### config.mk
export PLATFORM = sky130hd
export DESIGN_NAME = ppts_cap_unit
export DESIGN_NICKNAME = d
export VERILOG_FILES = /design/src/rtl/ppts_pkg.sv /design/src/rtl/ppts_cap_unit.sv
export SDC_FILE = /design/constraint.sdc
export NUM_CORES = 1
export LEC_CHECK = 0
export BUFFER_PORTS_ARGS = -buffer_cell sky130_fd_sc_hd__buf_2
export CORE_MARGIN = 2
export CORE_UTILIZATION = 50
export DETAILED_ROUTE_END_ITERATION = 10
export PLACE_DENSITY = 0.77
export SLEW_MARGIN = 20
export SYNTH_ARGS = -nofsm -noshare
export SYNTH_HDL_FRONTEND = slang
export SYNTH_SLANG_ARGS = --single-unit
export TNS_END_PERCENT = 30
### constraint.sdc
create_clock -name clk_i -period 9.51 [get_ports clk_i]
set_clock_uncertainty 0.15 [all_clocks]
set_input_delay 2.3775 -clock clk_i [delete_from_list [all_inputs] [get_ports clk_i]]
set_output_delay 2.3775 -clock clk_i [all_outputs]
set_load 0.1 [all_outputs]
### src/rtl/ppts_pkg.sv
`timescale 1ns / 1ps
package ppts_pkg;

  localparam int unsigned MaxPointsDef = 1024;

  // 0.05 per metre in Q8.16, rounded to nearest
  localparam logic [23:0] KappaBias = 24'd3277;

  localparam logic [31:0] LaMinRst    = 32'd65536;
  localparam logic [23:0] LaGainRst   = 24'd32768;
  localparam logic [31:0] CapScaleRst = 32'd65536;
  localparam logic [10:0] PathLenRst  = 11'd1;

  localparam int unsigned CapW = 48;

  typedef enum logic [1:0] {
    REG_LA_MIN    = 2'd0,
    REG_LA_GAIN   = 2'd1,
    REG_CAP_SCALE = 2'd2,
    REG_PATH_LEN  = 2'd3
  } reg_idx_e;

endpackage

### src/rtl/ppts_cap_unit.sv
`timescale 1ns / 1ps
module ppts_cap_unit import ppts_pkg::*; (
  input  logic              clk_i,
  input  logic              rst_ni,
  input  logic              start_i,
  input  logic [23:0]       curvature_i,
  input  logic [31:0]       scale_i,
  output logic              done_o,
  output logic [CapW-1:0]   cap_o
);

  typedef enum logic [3:0] {
    C_IDLE = 4'b0001,
    C_ROOT = 4'b0010,
    C_DIV  = 4'b0100,
    C_DONE = 4'b1000
  } cstate_e;

  cstate_e state_q, state_d;

  logic [41:0] rad_q, rad_d, res_q, res_d, bit_q, bit_d;
  logic [20:0] rem_q, rem_d;
  logic [CapW-1:0] quo_q, quo_d;
  logic [5:0]  cnt_q, cnt_d;

  logic [23:0] kmag;
  logic [24:0] s_sum;
  logic [41:0] trial;
  logic [21:0] rem_sh;

  assign kmag   = curvature_i[23] ? (24'd0 - curvature_i) : curvature_i;
  assign s_sum  = {1'b0, kmag} + {1'b0, KappaBias};
  assign trial  = res_q + bit_q;
  assign rem_sh = {rem_q, quo_q[CapW-1]};

  always_comb begin
    state_d = state_q;
    rad_d   = rad_q;
    res_d   = res_q;
    bit_d   = bit_q;
    rem_d   = rem_q;
    quo_d   = quo_q;
    cnt_d   = cnt_q;
    unique case (state_q)
      C_IDLE: begin
        if (start_i) begin
          rad_d   = {1'b0, s_sum, 16'd0};
          res_d   = '0;
          bit_d   = 42'd1 << 40;
          cnt_d   = 6'd20;
          state_d = C_ROOT;
        end
      end
      C_ROOT: begin
        // one root digit per cycle
        if (rad_q >= trial) begin
          rad_d = rad_q - trial;
          res_d = (res_q >> 1) + bit_q;
        end else begin
          res_d = res_q >> 1;
        end
        bit_d = bit_q >> 2;
        if (cnt_q == 6'd0) begin
          rem_d   = '0;
          quo_d   = {scale_i, 16'd0};
          cnt_d   = 6'(CapW - 1);
          state_d = C_DIV;
        end else begin
          cnt_d = cnt_q - 6'd1;
        end
      end
      C_DIV: begin
        // restoring division, one quotient bit per cycle
        if (rem_sh >= {1'b0, res_q[20:0]}) begin
          rem_d = 21'(rem_sh - {1'b0, res_q[20:0]});
          quo_d = {quo_q[CapW-2:0], 1'b1};
        end else begin
          rem_d = rem_sh[20:0];
          quo_d = {quo_q[CapW-2:0], 1'b0};
        end
        if (cnt_q == 6'd0) state_d = C_DONE;
        else cnt_d = cnt_q - 6'd1;
      end
      C_DONE: begin
        state_d = C_IDLE;
      end
      default: state_d = C_IDLE;
    endcase
  end

  always_ff @(posedge clk_i or negedge rst_ni) begin
    if (!rst_ni) begin
      state_q <= C_IDLE;
      cnt_q   <= '0;
    end else begin
      state_q <= state_d;
      cnt_q   <= cnt_d;
    end
  end

  always_ff @(posedge clk_i) begin
    rad_q <= rad_d;
    res_q <= res_d;
    bit_q <= bit_d;
    rem_q <= rem_d;
    quo_q <= quo_d;
  end

  assign done_o = (state_q == C_DONE);
  assign cap_o  = quo_q;

endmodule

# Yosys cells after proc, flatten, opt, wreduce, memory -nomap -nowiden
# Cells that the tools add are included.
# word_totals
reg_bits	205
inputBits	59
output_inout_bits	49
elab_cells	57
# op_classes
addsub	7
magnitude_cmp	2
n_eq_ne	9
muxes	23
reduce_logical	9
# op_table
op	count
$pmux W42 S2	3
$mux W42	5
$pmux W48 S2	1
$mux W48	1
$add A41 B42 Y42	1
$add A42 B42 Y42	1
$ge A42 B42 Y1	1
$mux W21	2
$pmux W21 S2	1
$sub A42 B42 Y42	1
$add A24 B12 Y25 const B	1
$mux W24	1
$sub A1 B24 Y24 const A	1
$ge A22 B21 Y1	1
$sub A21 B21 Y21	1
$mux W6	3
$pmux W6 S3	1
$mux W4	3
$pmux W4 S3	1
$ne A2 B2 Y1 const B	5
$reduce_and A3 Y1	3
$logic_not A6 Y1	1
$sub A6 B1 Y6 const B	1
$eq A4 B1 Y1 const B	1
other kinds (7)	9

# Logic depth before layout (Yosys ltp)
# logic_depth
depth_word	5
mapped_depth	23
mapped_depth_nobuf	21

# Least setup slack after synthesis
# Ideal clock, no wire load.
# synth_timing
path_type	register -> register
from	register state_q[1]
to	register quo_q[0], in the netlist cap_o[0], enable pin
setup_ns	0.591
arrival_time_ns	6.360
required_time_ns	8.769
slack_ns	2.408
stages_incl_launch_ff	6
path_buffers	2
synth_period_minus_slack_ns	7.102
path_cell_list	dfrtp_1 -> clkbuf_1 -> nor4b_1 -> clkinv_1 -> clkbuf_1 -> o21ai_0
# synth_via
elab_chain_cells	3
word_cells_on_any_way	5
classes_between	eq/ne (3); reduce/logical (2)
# synth_rtl
element	line	text
from (decl)	ppts_cap_unit.sv:19	cstate_e state_q, state_d;
from (signal assigned)	ppts_cap_unit.sv:96	state_q <= state_d;
$eq A4 B2 Y1 or $eq A4 B3 Y1 (tied branches)	ppts_cap_unit.sv:44	unique case (state_q)
$ne A2 B2 Y1 (no source line) or $reduce_bool A2 Y1 (tied branches)	n/a	
$reduce_and A2 Y1 (no source line) *	n/a	
to (signal assigned)	ppts_cap_unit.sv:106	quo_q <= quo_d;
to (decl)	ppts_cap_unit.sv:23	logic [CapW-1:0] quo_q, quo_d;
# Every way passes the cells marked *; elsewhere a longest branch is shown, timed or not.
# A chain may end at the register's enable or synchronous reset.

# Final worst setup path
# layout_timing
from	register res_q[2]
to	register rad_q[15], enable pin
# layout_via
elab_chain_cells	4
# layout_rtl
element	line	text
from (decl)	ppts_cap_unit.sv:21	logic [41:0] rad_q, rad_d, res_q, res_d, bit_q, bit_d;
from (signal assigned)	ppts_cap_unit.sv:103	res_q <= res_d;
$add A42 B42 Y42	ppts_cap_unit.sv:33	assign trial = res_q + bit_q;
$ge A42 B42 Y1	ppts_cap_unit.sv:56	if (rad_q >= trial) begin
$ne A2 B2 Y1 (no source line)	n/a	
$reduce_and A3 Y1 (no source line)	n/a	
to (signal assigned)	ppts_cap_unit.sv:102	rad_q <= rad_d;
to (decl)	ppts_cap_unit.sv:21	
# Every way passes these cells.

==> summary.txt <==
Commonest register cell after synthesis = edfxtp_1
Slowest Stage Delay on Critical Path = 0.76 ns
GRT Util Overall = 0.2230
Hold Crit Class = register to register
N_diodes = 0
CP Launch Type = register
Worst hold slack = 0.3774 ns
Core area = 28700 sq um
Ys Warns = 0
Clk slew on worst S/H paths = 0.09 ns
CP Buf/Inv Count = 1
Largest net degree at the start of global routing = 70
Tcrit/Tclk final = 0.7233
Status = finished clean
GP Congestion = 0.9165
Maximum fanout along the worst path = 67
Final hold violation count = 0
Die W = 174.8 um
Final setup TNS = 0 ns
Initial Utilization = 0.5081
Hold Path Stages = 2
Post-synth EDFFs = 174
GRT Residual Overflow = 0
Leakage = 6.351 nW
Syn Inst Count = 1627
Maximum clock rate = 145.4 MHz
Max cap viols = 0
Worst-Margin Slew = 1.056 ns
Root buffer cell = clkbuf_16
Worst EP arrival = 6.79 ns
Area growth, synth to finish = 10.01%
Drt wl/cell = 16.36 um
FF+latch count, synth = 184
DRT antenna net count = 0
Cell area after synthesis = 14580 sq um
Syn Area/Cell = 8.964 sq um
Nets = 1871
Post-synth cell types = 80
Syn Nets = 1798
Final setup violation count = 0
Pwr/cell area = 170.6 nW/um^2
Vias/cell = 5.900
Setup bufs post-CTS = 0
Vias in the first global route = 11630
Sequential fraction of the synthesis area = 0.3755
CTS tree = yes
Clk Latency, worst-skew pair = 0.45 ns
Die Area = 30550 sq um
Rows = 62
Dpl hpwl = 25070 um
Chip height = 174.8 um
Max-slew headroom = 0.2941
Async set-or-reset flop fraction in the synthesized netlist = 0.05435
TritonCTS Sinks = 184
Via count = 12370
# hold bufs at CTS = 0
CP max stage cell = nand2_2
Drt initial violations = 969
DR pass1 iterations = 5
Antenna violations before repair = 0
Slew Limit Fails = 0
Fin crit period = 6.879 ns
CP top delay family = compound AO/OA/AOI/OAI gates
CTS Buf Count = 17
Share of cells above drive strength 1 = 0.1027
Worst VDD drop = 119.0 uV
WHS Endpoint = cap_o[44]
RR Endpoint = rad_q[15]
Post-place setup slack = 2.754 ns
Worst r2r src = res_q[2]
HP Start = cap_o[43]
WS Path Type = register to register
Post-route DRC = 0
Clk buf depth = 2
IO Count = 108
DRT Wirelength = 34320 um
H-tree depth = 4
Crit-path cells = ha_1 > a31o_2 > a31oi_1 > o31a_1 > o21ai_1 > a21oi_1 > o21ai_1 > a21oi_1 > o21bai_1 > xnor2_1 > ha_1 > nand3_1 > or4_1 > a2111oi_1 > o21bai_1 > a21oi_4 > buf_4 > nand2_1 > nand2_2
Global-route wire length before repair = 56720 um
Setup ws final = 2.631 ns
WP data required = 9.42 ns
RSZ-0062 raised after global routing = no
CP endpoint kind = register
CTS resizes = 0
I/O Buffers = 107
FF-to-FF path depth = 19
Reg-to-reg slack, setup = 2.63 ns
[worst max path at each step]
stage	startpoint	end	slack (ns)	depth (start not counted)
2_1_floorplan	state_q[1]	cap_o[0]	2.41	5
3_3_place_gp	res_q[2]	rad_q[5]	2.99	19
3_5_place_dp	res_q[2]	rad_q[4]	2.75	19
4_1_cts	res_q[2]	rad_q[15]	2.71	19
5_1_grt	bit_q[0]	rad_q[15]	2.10	19
6_report	res_q[2]	rad_q[15]	2.63	19
[synthesized netlist by cell type (all sizes together) (12+ instances only)]
| cell type | instances | share of area |
|---|---|---|
| a211oi | 32 | 0.016 |
| a21o | 34 | 0.018 |
| a21oi | 92 | 0.032 |
| a31oi | 40 | 0.017 |
| and2 | 41 | 0.018 |
| and3 | 15 | 0.0064 |
| buf | 22 | 0.0076 |
| clkbuf | 39 | 0.010 |
| edfxtp | 174 | 0.36 |
| ha | 110 | 0.094 |
| inv | 49 | 0.013 |
| mux2i | 18 | 0.012 |
| nand2 | 220 | 0.057 |
| nand3 | 33 | 0.011 |
| nand4 | 25 | 0.011 |
| nor2 | 176 | 0.045 |
| nor2b | 12 | 0.0051 |
| nor3 | 24 | 0.010 |
| o21a | 14 | 0.0072 |
| o21ai | 99 | 0.034 |
| o21bai | 19 | 0.0098 |
| o31ai | 12 | 0.0062 |
| xnor2 | 93 | 0.056 |
| xor2 | 74 | 0.044 |
[worst min-delay path: stages (launching register included)]
cell	delay, ns
edfxtp_1	0.34
nand2_1	0.05
nand2_1	0.04
[report_power, final]
part           switching [mW]  internal (mW)  leakage, nW
sequential             0.0486           1.01         1.81
combinational           0.620          0.329         4.25
clock                   0.373          0.356        0.293
total                    1.04           1.70         6.35
[cells in the final DEF (no fill, tap or decap), types with 12 or more instances in the layout]
| master | netlist | routed |
|---|---|---|
| edfxtp_1 | 174 | 174 |
| a31oi_1 | 40 | 40 |
| and3_1 | 15 | 15 |
| xnor2_1 | 93 | 93 |
| o31ai_1 | 12 | 12 |
| a21oi_1 | 92 | 91 |
| o21ai_1 | 27 | 27 |
| nor3_1 | 20 | 20 |
| nor2b_1 | 12 | 12 |
| o21ai_0 | 72 | 71 |
| o21a_1 | 14 | 14 |
| xor2_1 | 74 | 74 |
| o21bai_1 | 19 | 19 |
| nand4_1 | 25 | 25 |
| nand2_1 | 219 | 217 |
| buf_2 | 16 | 107 |
| nand3_1 | 33 | 33 |
| and2_1 | 41 | 41 |
| clkbuf_16 | 0 | 17 |
| mux2i_1 | 18 | 18 |
| nor2_1 | 176 | 176 |
| ha_1 | 110 | 110 |
| a21o_1 | 34 | 34 |
| a211oi_1 | 32 | 32 |
| inv_1 | 48 | 48 |
[state kept, by name (all words and copies together) (netlist names)]
signal,count
rad_q,42
rem_q,21
res_q,42
cnt_q,6
cap_o,48
bit_q,21
state_q,4
[cells by family (layout without fill, tap and decap cells)]
| logic type | Yosys count | in the layout | share of synthesized area |
|---|---|---|---|
| xor+xnor | 167 | 167 | 0.1003 |
| simple gates | 606 | 606 | 0.1928 |
| buf+inv | 111 | 197 | 0.03054 |
| fa+ha+maj | 112 | 112 | 0.09712 |
| compound gates | 426 | 426 | 0.1891 |
| flops | 184 | 184 | 0.3755 |
| mux | 21 | 21 | 0.01467 |
[metrics by stage]
stage	area (sq um)	total power, mW	cells	utilization
floorplan	14580	1.845	1627	-
global placement	15440	1.990	2065	0.5380
detailed placement	15440	2.012	2065	0.5380
CTS	16040	2.738	2097	0.5590
global route	16040	2.861	2097	0.5590
finish	16040	2.736	2097	0.5590
[layer usage]
metal / wire (um) / vias up / GRT usage
li1: - / 6111 / -
met3: 1446 / 55 / 0.03351
met5: 0 / - / 0
met4: 765 / 0 / 0.06979
met2: 16640 / 313 / 0.3710
met1: 15470 / 5893 / 0.3002
[layout make-up]
class / instances / area (sq um)
Fill cell: 2523 / 12660
Multi-Input combinational cell: 1332 / 8702
Sequential cell: 184 / 5477
Timing Repair Buffer: 115 / 595.6
Tap cell: 384 / 480.5
Clock buffer: 17 / 425.4
Inverter: 50 / 187.7
Clock inverter: 15 / 176.4
No activity file was read; power rests on OpenSTA's default activity.
